**src/hw/rtl/periodic_task_tick_scheduler_assert.svh**
```systemverilog
// ----------------------------------------------------------------------------
// periodic_task_tick_scheduler_assert
// assertion macros shared by the scheduler rtl, clocked on clk, reset rst_n
// ----------------------------------------------------------------------------
`ifndef PERIODIC_TASK_TICK_SCHEDULER_ASSERT_SVH
`define PERIODIC_TASK_TICK_SCHEDULER_ASSERT_SVH

// same-cycle implication
`define PTTS_ASSERT_IMP(lbl, ante, cons, msg) \
  lbl: assert property (@(posedge clk) disable iff (!rst_n) (ante) |-> (cons)) \
    else $error(msg);

// next-cycle implication
`define PTTS_ASSERT_NXT(lbl, ante, cons, msg) \
  lbl: assert property (@(posedge clk) disable iff (!rst_n) (ante) |=> (cons)) \
    else $error(msg);

`endif

```
**src/hw/rtl/ptts_pkg.sv**
```systemverilog
// ----------------------------------------------------------------------------
// ptts_pkg
// op codes, field widths and sequencer states of the tick scheduler
// ----------------------------------------------------------------------------
package ptts_pkg;

  localparam int OP_W   = 3;
  localparam int TIDX_W = 3;
  localparam int TIME_W = 16;
  localparam int FIRE_W = 8;

  localparam logic [OP_W-1:0] OP_TICK    = 3'd0;
  localparam logic [OP_W-1:0] OP_CREATE  = 3'd1;
  localparam logic [OP_W-1:0] OP_SUSPEND = 3'd2;
  localparam logic [OP_W-1:0] OP_RESUME  = 3'd3;
  localparam logic [OP_W-1:0] OP_DELETE  = 3'd4;

  typedef enum logic [2:0] {
    ST_IDLE = 3'b001,
    ST_TICK = 3'b010,
    ST_DONE = 3'b100
  } state_t;

endpackage

```
**src/hw/rtl/periodic_task_tick_scheduler.sv**
```systemverilog
// ----------------------------------------------------------------------------
// periodic_task_tick_scheduler
// table of periodic task slots, walked one slot per cycle on every tick
// ----------------------------------------------------------------------------
// usage:
//   in_*  : one request per accepted item: tick, create, suspend, resume or
//           delete, with slot index, period and first delay for create.
//   out_* : one result per request: fire mask (ticks only) and accepted flag.
// sequencing:
//   suspend, resume, delete, create and unused codes: the table update is done
//   in the accept cycle, then ST_DONE moves the result into the output register
//   once it is free; no new request is taken until that is done.
//   tick: one slot per cycle through the period/countdown ram (registered
//   read, read of the next slot overlapped with the write-back of the last),
//   then on through ST_DONE like the other codes.
// reset: all slots free and suspended, countdowns read as zero; no clearing
//   pass, a per-slot written mark masks never-written ram entries.
// stall: the output register holds its result while out_ready is low; the
//   next request is still accepted and worked, and waits before delivery.
// ----------------------------------------------------------------------------
module periodic_task_tick_scheduler #(
  parameter int TASKS = 8
) (
  input  logic                       clk,
  input  logic                       rst_n,
  input  logic                       in_valid,
  output logic                       in_ready,
  input  logic [ptts_pkg::OP_W-1:0]   in_op,
  input  logic [ptts_pkg::TIDX_W-1:0] in_task_index,
  input  logic [ptts_pkg::TIME_W-1:0] in_period,
  input  logic [ptts_pkg::TIME_W-1:0] in_first_delay,
  output logic                       out_valid,
  input  logic                       out_ready,
  output logic [ptts_pkg::FIRE_W-1:0] out_fire_mask,
  output logic                       out_accepted
);

  import ptts_pkg::*;

  localparam int IDX_W = (TASKS > 1) ? $clog2(TASKS) : 1;
  localparam int CNT_W = $clog2(TASKS + 1);
  localparam int EXT_W = (IDX_W > TIDX_W) ? IDX_W : TIDX_W;
  localparam int WORD_W = 2 * TIME_W;

  state_t               state_r, state_nxt;
  logic [CNT_W-1:0]     rd_cnt_r, rd_cnt_nxt;
  logic                 p_vld_r, p_vld_nxt;
  logic [IDX_W-1:0]     p_idx_r, p_idx_nxt;
  logic [FIRE_W-1:0]    mask_r, mask_nxt;
  logic                 res_acc_r, res_acc_nxt;
  logic                 out_valid_r, out_valid_nxt;
  logic [FIRE_W-1:0]    out_fire_mask_r, out_fire_mask_nxt;
  logic                 out_accepted_r, out_accepted_nxt;
  logic [TASKS-1:0]     slot_valid_r, slot_valid_nxt;
  logic [TASKS-1:0]     slot_run_r, slot_run_nxt;
  logic [TASKS-1:0]     slot_wr_r, slot_wr_nxt;

  logic                 ram_we;
  logic [IDX_W-1:0]     ram_waddr;
  logic [WORD_W-1:0]    ram_wdata;
  logic [IDX_W-1:0]     ram_raddr;
  logic [WORD_W-1:0]    ram_rdata;

  logic [EXT_W-1:0]     idx_ext;
  logic [IDX_W-1:0]     slot_sel;
  logic                 in_range;
  logic [TIME_W-1:0]    cur_cd;
  logic [TIME_W-1:0]    cur_per;
  logic [TIME_W-1:0]    dec_val;
  logic                 walk_end;

  // word layout: period in the upper half, countdown in the lower half
  ptts_ram #(
    .WIDTH (WORD_W),
    .DEPTH (TASKS),
    .AW    (IDX_W)
  ) u_slot_ram (
    .clk   (clk),
    .we    (ram_we),
    .waddr (ram_waddr),
    .wdata (ram_wdata),
    .raddr (ram_raddr),
    .rdata (ram_rdata)
  );

  assign idx_ext  = EXT_W'(in_task_index);
  assign slot_sel = idx_ext[IDX_W-1:0];
  assign in_range = int'(in_task_index) < TASKS;

  // a never-written entry reads as a zero countdown
  assign cur_cd   = slot_wr_r[p_idx_r] ? ram_rdata[TIME_W-1:0] : '0;
  assign cur_per  = ram_rdata[WORD_W-1:TIME_W];
  // one decrementer: reload from period at zero, else count down
  assign dec_val  = ((cur_cd == '0) ? cur_per : cur_cd) - TIME_W'(1);
  assign walk_end = (rd_cnt_r == CNT_W'(TASKS));

  assign in_ready      = (state_r == ST_IDLE);
  assign out_valid     = out_valid_r;
  assign out_fire_mask = out_fire_mask_r;
  assign out_accepted  = out_accepted_r;

  always_comb begin
    state_nxt         = state_r;
    rd_cnt_nxt        = rd_cnt_r;
    p_vld_nxt         = p_vld_r;
    p_idx_nxt         = p_idx_r;
    mask_nxt          = mask_r;
    res_acc_nxt       = res_acc_r;
    out_valid_nxt     = out_valid_r;
    out_fire_mask_nxt = out_fire_mask_r;
    out_accepted_nxt  = out_accepted_r;
    slot_valid_nxt    = slot_valid_r;
    slot_run_nxt      = slot_run_r;
    slot_wr_nxt       = slot_wr_r;
    ram_we            = 1'b0;
    ram_waddr         = slot_sel;
    ram_wdata         = {in_period, in_first_delay};
    ram_raddr         = rd_cnt_r[IDX_W-1:0];

    if (out_valid_r && out_ready) begin
      out_valid_nxt = 1'b0;
    end

    case (state_r)
      ST_IDLE: begin
        if (in_valid) begin
          mask_nxt = '0;
          if (in_op == OP_TICK) begin
            rd_cnt_nxt  = '0;
            p_vld_nxt   = 1'b0;
            res_acc_nxt = 1'b1;
            state_nxt   = ST_TICK;
          end else begin
            res_acc_nxt = 1'b0;
            state_nxt   = ST_DONE;
            if (in_range) begin
              case (in_op)
                OP_CREATE: begin
                  if (!slot_valid_r[slot_sel]) begin
                    slot_valid_nxt[slot_sel] = 1'b1;
                    slot_run_nxt[slot_sel]   = 1'b1;
                    slot_wr_nxt[slot_sel]    = 1'b1;
                    ram_we                   = 1'b1;
                    res_acc_nxt              = 1'b1;
                  end
                end
                OP_SUSPEND: begin
                  slot_run_nxt[slot_sel] = 1'b0;
                  res_acc_nxt            = 1'b1;
                end
                OP_RESUME: begin
                  slot_run_nxt[slot_sel] = 1'b1;
                  res_acc_nxt            = 1'b1;
                end
                OP_DELETE: begin
                  slot_valid_nxt[slot_sel] = 1'b0;
                  res_acc_nxt              = 1'b1;
                end
                default: begin
                  res_acc_nxt = 1'b0;
                end
              endcase
            end
          end
        end
      end

      ST_TICK: begin
        // issue the read of the next slot while the previous one writes back
        if (!walk_end) begin
          p_vld_nxt  = 1'b1;
          p_idx_nxt  = rd_cnt_r[IDX_W-1:0];
          rd_cnt_nxt = rd_cnt_r + CNT_W'(1);
        end else begin
          p_vld_nxt = 1'b0;
        end

        if (p_vld_r && slot_run_r[p_idx_r]) begin
          ram_waddr = p_idx_r;
          if (cur_cd == '0) begin
            if (slot_valid_r[p_idx_r]) begin
              // slots past the mask width shift out and are not reported
              mask_nxt  = mask_r | (FIRE_W'(1) << p_idx_r);
              ram_we    = 1'b1;
              ram_wdata = {cur_per, dec_val};
            end
          end else begin
            ram_we    = 1'b1;
            ram_wdata = {cur_per, dec_val};
          end
        end

        if (!p_vld_r && walk_end) begin
          state_nxt = ST_DONE;
        end
      end

      ST_DONE: begin
        if (!out_valid_r || out_ready) begin
          out_valid_nxt     = 1'b1;
          out_fire_mask_nxt = mask_r;
          out_accepted_nxt  = res_acc_r;
          state_nxt         = ST_IDLE;
        end
      end

      default: begin
        state_nxt = ST_IDLE;
      end
    endcase
  end

  always_ff @(posedge clk) begin
    if (!rst_n) begin
      state_r      <= ST_IDLE;
      rd_cnt_r     <= '0;
      p_vld_r      <= 1'b0;
      out_valid_r  <= 1'b0;
      slot_valid_r <= '0;
      slot_run_r   <= '0;
      slot_wr_r    <= '0;
    end else begin
      state_r      <= state_nxt;
      rd_cnt_r     <= rd_cnt_nxt;
      p_vld_r      <= p_vld_nxt;
      out_valid_r  <= out_valid_nxt;
      slot_valid_r <= slot_valid_nxt;
      slot_run_r   <= slot_run_nxt;
      slot_wr_r    <= slot_wr_nxt;
    end
  end

  always_ff @(posedge clk) begin
    p_idx_r         <= p_idx_nxt;
    mask_r          <= mask_nxt;
    res_acc_r       <= res_acc_nxt;
    out_fire_mask_r <= out_fire_mask_nxt;
    out_accepted_r  <= out_accepted_nxt;
  end

`include "periodic_task_tick_scheduler_assert.svh"

  `PTTS_ASSERT_IMP(a_valid_implies_written, 1'b1, (slot_valid_r & ~slot_wr_r) == '0,
    "valid slot without a written ram entry")

  `PTTS_ASSERT_IMP(a_walk_index_in_range, p_vld_r, int'(p_idx_r) < TASKS,
    "tick walk index beyond the slot table")

  `PTTS_ASSERT_NXT(a_walk_finishes, (state_r == ST_TICK) && !p_vld_r && walk_end,
    state_r == ST_DONE, "tick walk did not hand over to result stage")

  `PTTS_ASSERT_NXT(a_non_tick_mask_zero, in_valid && in_ready && (in_op != OP_TICK),
    (state_r == ST_DONE) && (mask_r == '0), "non-tick request carries a fire mask")

endmodule

```
**src/hw/rtl/ptts_ram.sv**
```systemverilog
// ----------------------------------------------------------------------------
// ptts_ram
// generic simple dual port ram, one write port, one registered read port
// ----------------------------------------------------------------------------
module ptts_ram #(
  parameter int WIDTH = 32,
  parameter int DEPTH = 8,
  parameter int AW    = (DEPTH > 1) ? $clog2(DEPTH) : 1
) (
  input  logic             clk,
  input  logic             we,
  input  logic [AW-1:0]    waddr,
  input  logic [WIDTH-1:0] wdata,
  input  logic [AW-1:0]    raddr,
  output logic [WIDTH-1:0] rdata
);

  logic [WIDTH-1:0] mem [DEPTH];
  logic [WIDTH-1:0] rdata_r;

  always_ff @(posedge clk) begin
    if (we) begin
      mem[waddr] <= wdata;
    end
    rdata_r <= mem[raddr];
  end

  assign rdata = rdata_r;

endmodule

```
**config.mk**
```make
export PLATFORM = sky130hd
export DESIGN_NAME = periodic_task_tick_scheduler
export DESIGN_NICKNAME = d
export VERILOG_FILES = /design/src/hw/rtl/ptts_pkg.sv /design/src/hw/rtl/periodic_task_tick_scheduler.sv /design/src/hw/rtl/ptts_ram.sv
export VERILOG_INCLUDE_DIRS = /design/src /design/src/hw/rtl
export SDC_FILE = /design/constraint.sdc
export NUM_CORES = 1
export LEC_CHECK = 0
export BUFFER_PORTS_ARGS = -buffer_cell sky130_fd_sc_hd__buf_2
export CAP_MARGIN = 40
export CORE_ASPECT_RATIO = 1.4
export CORE_MARGIN = 2
export CORE_UTILIZATION = 56
export DETAILED_ROUTE_END_ITERATION = 10
export PLACE_DENSITY = 0.72
export SLEW_MARGIN = 25
export SYNTH_ARGS = -nofsm -noshare
export SYNTH_HDL_FRONTEND = slang
export SYNTH_HIERARCHICAL = 1
export SYNTH_SLANG_ARGS = --single-unit
```
**constraint.sdc**
```tcl
create_clock -name clk -period 6.56 [get_ports clk]
set_input_delay 1.968 -clock clk [delete_from_list [all_inputs] [get_ports clk]]
set_output_delay 1.968 -clock clk [all_outputs]
set_load 0.05 [all_outputs]
```
==> reports/metrics.cfg, run 1 <==
[synth]
synth_area_per_cell_sq_um = 15.94
syn_nets = 936
synth.distinct_cells = 59
synth-seq-area-share_pct = 67.73
yosys.area.top_type = edfxtp_1
netlist_instances = 891
synth_top_area_share_pct = 58.57
synth_ff_type = edfxtp_1
ys.warnings.count = 6
async_flop_share_pct = 0
netlist_area_sq_um = 14200
synth_seq_cells = 342
synth_edf_count = 277
yosys-top-cells-area = edfxtp_1 (59%), dfxtp_1 (9.2%), mux4_1 (7.4%), mux4_2 (4.8%), mux2_2 (2.9%)

[floorplanning]
row_count = 69
chipWidth_um = 138.6
die-area_sq_um = 26670
fp.dieH_um = 192.4
ios = 53
core-area_sq_um = 25120
initial_utilization_pct = 56.53

[place]
portBuffers = 52
hpwl_mm = 19.41
dpl.cell_count = 1241
place.gp.congestion = 0.8495

[sta]
fmax_ghz = 0.2174
rsz0062_at_grt = no
worst_slew_pin_slew_ns = 0.8452
setup_tns_ns = 0
setup_viol_count_final = 0
slew_viol_final = 0
finClkSkew_ns = 0.01283
post-route-period-util_pct = 70.11
hold_violations = 0
max_slew_margin_pct = 43.06
hold_slack_ns = 0.4218
finalCriticalPeriod_ns = 4.599

[route]
met1_length_mm = 12.03
drc_errors = 0
first_pass_iters = 5
wl_met3_mm = 1.376
vias = 7984
vias_per_cell = 6.132
postRouteAntennaNets = 0
drt_iter0_drc = 675
wirelength_mm = 29.76
wire_per_inst_um = 22.85
wl_met2_mm = 15.51
top_layer = met4

[cts]
root_buffer = clkbuf_16
cts_setup_buffers = 0
cts_tree = yes
clk-insertion-delay-late_ns = 0.55
post_cts_resize_count = 0
cts_max_level = 1
path_clk_slew_ns = 0.07
cts_buffers = 31
clock_sinks = 342
holdBufCountCts = 0
clockBufferDepth = 3

[worst_setup_path]
cp.required_ns = 6.79
startpoint_type = input port
crit_buf_inv = 3
worstSetupPathType = input port to flop
end_kind = flop
crit_arrival_ns = 4.83
critical_path.max_fanout = 20
reg2regPathDepth = 11
path_depth = 10
path_cells = buf_2, mux2_2, a211oi_1, o211ai_1, nor4_2, buf_4, or2_2, nand2_1, nor2_4, buf_4
critPathMaxStageDelay_ns = 0.70
crit_top_cell = buf_4
crit_slowest_cell = nor2_4
crit_family = simple AND/OR/NAND/NOR gates

[layout]
finish.utilization_pct = 63.71
stdcell_count = 1302
regArea_sq_um = 9625
diodes = 0
areaGrowthSynthToFinish_pct = 12.70
num-fill-cells = 1747
layout_common_cells = edfxtp_1 (277), nand2_1 (92), dfxtp_1 (62)
multi_input_area_sq_um = 4320
layout_commonest_cell = edfxtp_1
drive_above_1_share_pct = 22.69
nNetsFinal = 1004

[power]
total_power_mw = 4.326
vdd_ir_drop_max_uv = 267.4
power_density_nw_per_um2 = 270.3
p_leak_nw = 5.426

[grt]
grt.overflow.total = 0
grt_pass1_wl_mm = 45.60
antenna_found_initial = 0
grt_util_all_layers_pct = 22.49
grt_max_degree = 44
grt_pass1_vias = 7781

[hold_path]
min_path_cells = 0
hold_class = flop to flop

[job]
maxCapViolCount = 0

[run_status]
status = completed

==> stage by stage <==
stage	setup WS [ns]	cell area [sq um]
after floorplan	0.1170	14200
after global placement	1.428	14790
after detailed placement	1.410	14910
after CTS	1.969	15940
after global routing	1.743	16010
final	1.961	16010
==> cell families after synthesis <==
family,after synthesis,synth area share [%]
flip-flops,342,67.73
AND/OR/NAND/NOR,235,7.814
AO/OA/AOI/OAI,120,5.330
multiplexers,120,16.01
buffers and inverters,62,2.299
XOR/XNOR,9,0.5550
adder cells (fa/ha/maj),3,0.2643
==> power breakdown <==
group	leakage, nW	internal, mW	switching [mW]
combinational	1.89	0.0570	0.0919
sequential	3.04	2.36	0.0156
clock	0.498	1.05	0.755
total	5.43	3.46	0.862
==> registers in the layout (all words and copies together) (netlist names), 3 cells and up, named ones only <==
name / cells
u_slot_ram/mem: 256
u_slot_ram/rdata: 32
mask_r: 8
slot_wr_r: 8
out_fire_mask: 8
p_idx_r: 3
state_r: 3
rd_cnt_r: 4
==> synthesized netlist by cell type, drive strengths merged (2+ instances only) <==
master	number
a22oi	7
nand3	11
o211ai	3
o21a	3
or3	4
a21oi	28
nor3b	6
a31oi	10
nor3	17
buf	30
nand2b	6
xnor2	5
and3	4
inv	14
a211oi	4
or4	5
nand3b	2
a21boi	2
nand2	92
a21o	2
ha	3
nor4	9
dfxtp	65
mux2i	13
mux4	70
and2	3
mux2	37
nor2b	12
xor2	4
o311ai	2
clkbuf	18
o41ai	6
nor2	56
edfxtp	277
o31ai	4
or3b	2
or2	4
o21ai	39
==> cell type report <==
cell class	instances	area share [%]
sequential	342	60.13
multi-input combinational	487	26.99
clock buffer	38	5.136
timing repair buffer	83	3.635
tap	319	2.494
clock inverter	19	1.282
inverter	14	0.3283
==> path summary, 6_finish.rpt <==
kind / start / end / slack [ns]
max: in_task_index[2] / u_slot_ram/mem[5][16]$_DFFE_PP_ / 1.96
min: res_acc_r$_SDFFCE_PP1P_ / out_accepted$_DFFE_PP_ / 0.42
max reg2reg: u_slot_ram/rdata[8]$_DFF_P_ / u_slot_ram/mem[7][8]$_DFFE_PP_ / 2.16
min reg2reg: res_acc_r$_SDFFCE_PP1P_ / out_accepted$_DFFE_PP_ / 0.42
==> metal layers <==
metal,track usage [%],vias up
met4,7.496,0
met3,2.730,50
met1,28.78,4050
li1,-,3640
met5,0,-
met2,40.31,244
Power figures use the tool's default switching activity.
==> run 2, diff against run 1 <==
--- a/config.mk
+++ b/config.mk
@@ -10,9 +10,9 @@
 export CAP_MARGIN = 40
 export CORE_ASPECT_RATIO = 1.4
 export CORE_MARGIN = 2
-export CORE_UTILIZATION = 56
+export CORE_UTILIZATION = 60
 export DETAILED_ROUTE_END_ITERATION = 10
-export PLACE_DENSITY = 0.72
+export PLACE_DENSITY = 0.74
 export SLEW_MARGIN = 25
 export SYNTH_ARGS = -nofsm -noshare
 export SYNTH_HDL_FRONTEND = slang
==> constraint.sdc (replaced) <==
create_clock -name clk -period 4.3 [get_ports clk]
set_input_delay 1.29 -clock clk [delete_from_list [all_inputs] [get_ports clk]]
set_output_delay 1.29 -clock clk [all_outputs]
set_load 0.05 [all_outputs]
==> run 2 against run 1 <==
Compared with the run above:
- non-clock buffer count rose by 11
- via count rose by 2.1%
- global-route usage grew 2.3 points
- clock skew fell by 0.0047 ns
- sequential share of layout area is 0.52 points lower
- hold slack better by 0.015 ns
- first-iteration DRC count rose by 8.3%
- power grew 55%
- worst setup slack got worse by 1.5 ns
- register-to-register slack got worse by 1.7 ns
- clock-buffer cell count up 5
==> reports/metrics.cfg, run 2 (synthesis results as in run 1) <==
[run_status]
status = completed

[sta]
worst_slew_pin_slew_ns = 0.8687  ; +0.02348 ns
finalCriticalPeriod_ns = 3.873
hold_violations = 0  ; unchanged
post-route-period-util_pct = 90.06
setup_viol_count_final = 0  ; unchanged
rsz0062_at_grt = no
fmax_ghz = 0.2582
max_slew_margin_pct = 41.47  ; -1.6 points
slew_viol_final = 0  ; unchanged
finClkSkew_ns = 0.008127  ; -0.004699 ns
setup_ws_ns = 0.4274  ; -1.533 ns

[place]
place.gp.congestion = 0.9483  ; +12%
hpwl_mm = 19.27  ; -0.74%
portBuffers = 52  ; unchanged
place_ws_ns = 0.2487  ; -1.161 ns
dpl.cell_count = 1240  ; -0.081%

[route]
drc_errors = 0  ; unchanged
postRouteAntennaNets = 0  ; unchanged
first_pass_iters = 5  ; unchanged
vias = 8149  ; +2.1%
wirelength_mm = 30.43  ; +2.2%
vias_per_cell = 6.268  ; +2.2%
drt_iter0_drc = 731  ; +8.3%
wire_per_inst_um = 23.40  ; +2.4%

[job]
maxCapViolCount = 0  ; unchanged

[layout]
finish.utilization_pct = 69.34  ; +5.6 points
largest_reg_flops = 256  ; unchanged
stdcell_count = 1300  ; -0.15%
top_register = u_slot_ram/mem
areaGrowthSynthToFinish_pct = 13.69
drive_above_1_share_pct = 23.14  ; +0.45 points
diodes = 0  ; unchanged
nNetsFinal = 1015  ; +1.1%
layout_commonest_cell = edfxtp_1
layout_common_cells = edfxtp_1 (277), nand2_1 (92), dfxtp_1 (62)

[floorplanning]
initial_utilization_pct = 60.99  ; +4.5 points
row_count = 66  ; -4.3%
die-area_sq_um = 24930  ; -6.5%
fp.dieH_um = 186.0  ; -3.3%
ios = 53  ; unchanged
chipWidth_um = 134.0  ; -3.3%
core-area_sq_um = 23290  ; -7.3%

[worst_setup_path]
crit_family = compound AO/OA/AOI/OAI gates
crit_buf_inv = 1  ; -2
cp.required_ns = 4.68  ; -2.11 ns
reg2regPathDepth = 11  ; unchanged
critPathMaxStageDelay_ns = 0.72  ; +0.02 ns
crit_arrival_ns = 4.25  ; -0.58 ns
critical_path.max_fanout = 9  ; -55%
worstSetupPathType = flop to flop
rrSetupSlack_ns = 0.43  ; -1.73 ns
end_kind = flop
path_cells = or4_4, or4_1, o21ai_4, a22oi_1, ha_1, nand3_1, o21ba_2, o21ai_0, a21oi_1, o41ai_1, buf_1
regToRegStartpoint = u_slot_ram/rdata[8]$_DFF_P_
startpoint_type = flop
reg2reg_to = u_slot_ram/mem[1][8]$_DFFE_PP_
crit_slowest_cell = o41ai_1

[grt]
grt.overflow.total = 0  ; unchanged
antenna_found_initial = 0  ; unchanged
grt_max_degree = 44  ; unchanged
grt_util_all_layers_pct = 24.74  ; +2.3 points
grt_pass1_wl_mm = 46.52  ; +2.0%
grt_pass1_vias = 8182  ; +5.2%

[power]
power.share.clock_pct = 42.6  ; +0.9 points
p_sw_share_pct = 19.69  ; -0.24 points
vdd_ir_drop_max_uv = 444.7  ; +66%
total_power_mw = 6.718  ; +55%
p_int_mw = 5.396  ; +56%
power_density_nw_per_um2 = 416.1  ; +54%
switchingPower_mw = 1.323  ; +53%
p_leak_nw = 5.499  ; +1.3%
seq_power_share_pct = 54.0  ; -0.9 points
power_frac_comb_pct = 3.4  ; about the same

[cts]
holdBufCountCts = 0  ; unchanged
root_buffer = clkbuf_16
path_clk_slew_ns = 0.07  ; about the same
cts_tree = yes
post_cts_resize_count = 0  ; unchanged
cts_setup_buffers = 0  ; unchanged
clk-insertion-delay-late_ns = 0.55  ; about the same
clock_sinks = 342  ; unchanged
clockBufferDepth = 3  ; unchanged
cts_max_level = 1  ; unchanged
cts_buffers = 31  ; unchanged

[hold_path]
min_path_cells = 2  ; +2
worstHoldStart = slot_wr_r[7]$_SDFFE_PN0P_
min_to = slot_wr_r[7]$_SDFFE_PN0P_
hold_class = flop to flop

## run 2: through the flow
stage                     setup TNS (ns)  hold slack [ns]  instance area [sq um]
final                                  0           0.4366                  16150
after global routing                   0           0.4500                  16150
after floorplan                  -0.1353           0.4003                  14240
after detailed placement               0           0.4304                  15070
after CTS                              0           0.4384                  16130
after global placement                 0           0.4224                  15020
## run 2: area by class of cell
| class | instances | area, sq um |
|---|---|---|
| flip-flops and latches | 342 | 9625 |
| clock inverters | 14 | 195.2 |
| inverters | 14 | 52.55 |
| fillers | 1512 | 7141 |
| clock buffers | 43 | 870.8 |
| multi-input cells | 487 | 4328 |
| repair buffers | 94 | 691.9 |
| well taps | 306 | 382.9 |
## run 2: layer usage
layer	up-vias	wire length (um)	part of all wire, %	global-route usage (%)
met4	0	887	2.9	7.789
li1	3653	-	-	-
met1	4133	11850	39	31.31
met5	-	0	0	0
met3	62	1657	5.4	2.696
met2	301	16030	53	45.07
## run 2: worst max path at each step
stage,cells past startpoint,endpoint,startpoint
3_3_place_gp,9,u_slot_ram/mem[0][24]$_DFFE_PP_,in_task_index[2]
6_report,11,u_slot_ram/mem[1][8]$_DFFE_PP_,u_slot_ram/rdata[8]$_DFF_P_
2_1_floorplan,9,u_slot_ram/mem[2][0]$_DFFE_PP_,in_task_index[2]
3_5_place_dp,9,u_slot_ram/mem[6][28]$_DFFE_PP_,in_task_index[2]
5_1_grt,11,u_slot_ram/mem[1][8]$_DFFE_PP_,u_slot_ram/rdata[8]$_DFF_P_
4_1_cts,11,u_slot_ram/mem[1][8]$_DFFE_PP_,u_slot_ram/rdata[8]$_DFF_P_
## run 2: power by group through the flow
| stage | Sequential, mW | Clock, mW | Combinational (mW) |
|---|---|---|---|
| after detailed placement | 3.70 | 0 | 0.226 |
| after floorplan | 3.69 | 0 | 0.152 |
| after global routing | 3.63 | 3.02 | 0.249 |
| final | 3.63 | 2.86 | 0.229 |
| after CTS | 3.63 | 2.90 | 0.228 |
| after global placement | 3.70 | 0 | 0.220 |
## run 2: worst min-delay path, cell delays in order (launching register included)
cell and delay, ns:
dfxtp_1 0.31, nand2_1 0.05, nand2_1 0.04
==> run 3, diff against run 2 <==
--- a/config.mk
+++ b/config.mk
@@ -10,9 +10,9 @@
 export CAP_MARGIN = 40
 export CORE_ASPECT_RATIO = 1.4
 export CORE_MARGIN = 2
-export CORE_UTILIZATION = 60
+export CORE_UTILIZATION = 55
 export DETAILED_ROUTE_END_ITERATION = 10
-export PLACE_DENSITY = 0.74
+export PLACE_DENSITY = 0.68
 export SLEW_MARGIN = 25
 export SYNTH_ARGS = -nofsm -noshare
 export SYNTH_HDL_FRONTEND = slang
==> run 3 against run 2 <==
Compared with the run above:
- clock power decreased by 5%
- maximum frequency decreased by 0.15%
- critical endpoint is now u_slot_ram/mem[2][12]$_DFFE_PP_
- final cell count increased by 0.62%
- cell area decreased by 0.60%
- power decreased by 1.9%
- worst setup slack got worse by 0.0056 ns
- first-iteration DRC count decreased by 15%
- sequential power about the same
==> reports/metrics.cfg, run 3 (synthesis results as in run 1) <==
[grt]
antenna_found_initial = 0  ; unchanged
grt.overflow.total = 0  ; unchanged
grt_pass1_wl_mm = 45.44  ; -2.3%
grt_util_all_layers_pct = 22.03  ; -2.7 points
grt_max_degree = 49  ; +11%
grt_pass1_vias = 7912  ; -3.3%

[sta]
max_slew_margin_pct = 45.82  ; +4.3 points
post-route-period-util_pct = 90.19  ; +0.13 points
rsz0062_at_grt = no
slew_viol_final = 0  ; unchanged
setup_viol_count_final = 0  ; unchanged
finalCriticalPeriod_ns = 3.878  ; +0.005636 ns
finClkSkew_ns = 0.01245  ; +0.004326 ns
hold_violations = 0  ; unchanged
hold_slack_ns = 0.4398  ; +0.003161 ns
worst_slew_pin_slew_ns = 0.8042  ; -0.06448 ns
fmax_ghz = 0.2579  ; -0.15%

[layout]
nNetsFinal = 1010  ; -0.49%
drive_above_1_share_pct = 22.95  ; -0.19 points
layout_commonest_cell = edfxtp_1
diodes = 0  ; unchanged
areaGrowthSynthToFinish_pct = 13.00
largest_reg_flops = 256  ; unchanged
top_register = u_slot_ram/mem
finish.utilization_pct = 63.23  ; -6.1 points
layout_common_cells = edfxtp_1 (277), nand2_1 (92), dfxtp_1 (62)
num-fill-cells = 1861  ; +23%

[route]
drc_errors = 0  ; unchanged
postRouteAntennaNets = 0  ; unchanged
wirelength_mm = 30.03  ; -1.3%
wire_per_inst_um = 22.96  ; -1.9%
vias = 7924  ; -2.8%
first_pass_iters = 5  ; unchanged
drt_iter0_drc = 624  ; -15%
vias_per_cell = 6.058  ; -3.4%

[power]
switchingPower_mw = 1.338  ; +1.2%
total_power_mw = 6.590  ; -1.9%
p_sw_share_pct = 20.31  ; +0.62 points
p_leak_nw = 5.448  ; -0.92%
vdd_ir_drop_max_uv = 470.3  ; +5.7%
power.share.clock_pct = 41.5  ; -1.1 points
seq_power_share_pct = 55.0  ; +1.0 points
p_int_mw = 5.251  ; -2.7%
power_density_nw_per_um2 = 410.6  ; -1.3%
power_frac_comb_pct = 3.5  ; about the same

[floorplanning]
row_count = 69  ; +4.5%
ios = 53  ; unchanged
chipWidth_um = 139.8  ; +4.3%
initial_utilization_pct = 55.95  ; -5.0 points
fp.dieH_um = 194.1  ; +4.4%
die-area_sq_um = 27140  ; +8.9%
core-area_sq_um = 25380  ; +9.0%

[place]
hpwl_mm = 19.10  ; -0.89%
place.gp.congestion = 0.8492  ; -10%
portBuffers = 52  ; unchanged

[worst_setup_path]
critical_path.max_fanout = 20  ; +11
path_cells = mux4_2, mux2_2, a22oi_1, ha_1, nand4b_1, mux2_2, or4_1, nand3_1
startpoint_type = flop
end_kind = flop
crit_arrival_ns = 4.23  ; -0.02 ns
crit_slowest_cell = mux4_2
crit_buf_inv = 0  ; -1
crit_family = multiplexers
worstSetupPathType = flop to flop
critPathMaxStageDelay_ns = 0.57  ; -0.15 ns
cp.required_ns = 4.65  ; -0.03 ns
crit_top_cell = mux2_2

[cts]
cts_setup_buffers = 0  ; unchanged
clockBufferDepth = 3  ; unchanged
cts_tree = yes
path_clk_slew_ns = 0.07  ; about the same
root_buffer = clkbuf_16
clk-insertion-delay-late_ns = 0.56  ; about the same
cts_max_level = 1  ; unchanged
holdBufCountCts = 0  ; unchanged
cts_buffers = 31  ; unchanged
post_cts_resize_count = 0  ; unchanged
clock_sinks = 342  ; unchanged

[job]
maxCapViolCount = 0  ; unchanged

[run_status]
status = completed

[hold_path]
hold_class = flop to flop

[run 3: power by group through the flow]
stage / Clock [mW] / Sequential [mW] / Combinational [mW]
after floorplan: 0 / 3.69 / 0.152
after global placement: 0 / 3.70 / 0.227
after detailed placement: 0 / 3.70 / 0.232
after CTS: 2.78 / 3.63 / 0.233
after global routing: 2.91 / 3.63 / 0.253
final: 2.73 / 3.63 / 0.232
[run 3: layer usage]
metal / GRT usage, % / part of all wire (%) / vias to the layer above
li1: - / - / 3650
met1: 26.45 / 38 / 3994
met2: 40.40 / 54 / 226
met3: 3.705 / 5.1 / 54
met4: 6.926 / 2.9 / 0
met5: 0 / 0 / -
[run 3: worst paths after layout]
check,slack [ns],to,start,depth (start not counted)
hold / removal,0.44,out_accepted$_DFFE_PP_,res_acc_r$_SDFFCE_PP1P_,0
setup / recovery,0.42,u_slot_ram/mem[2][12]$_DFFE_PP_,p_idx_r[2]$_DFFE_PP_,8
hold reg to reg,0.44,out_accepted$_DFFE_PP_,res_acc_r$_SDFFCE_PP1P_,0
setup reg to reg,0.42,u_slot_ram/mem[2][12]$_DFFE_PP_,p_idx_r[2]$_DFFE_PP_,8
[run 3: final cells by class]
type | instances | area (sq um) | share of cell area (%)
sequential | 342 | 9625 | 59.98
multi-input combinational | 487 | 4328 | 26.97
clock buffer | 44 | 854.6 | 5.325
timing repair buffer | 89 | 638.1 | 3.976
tap | 319 | 399.1 | 2.487
clock inverter | 13 | 151.4 | 0.9433
inverter | 14 | 52.55 | 0.3274
[run 3: metrics by stage]
step | instances | setup slack, ns | setup TNS [ns] | cell area (sq um)
3_3_place_gp | 1245 | 0.3129 | 0 | 15010
3_5_place_dp | 1248 | 0.2890 | 0 | 15030
6_report | 1308 | 0.4218 | 0 | 16050
4_1_cts | 1305 | 0.4820 | 0 | 16030
5_1_grt | 1308 | 0.1277 | 0 | 16050
2_1_floorplan | 891 | -0.004229 | -0.1353 | 14240
[run 3: worst register-to-register path: cells and delay by family (launching register included)]
family	cells	cell delay, ns
flip-flops	1	0.53
adder cells (fa/ha/maj)	1	0.37
AO/OA/AOI/OAI	1	0.31
multiplexers	3	1.39
AND/OR/NAND/NOR	3	1.05
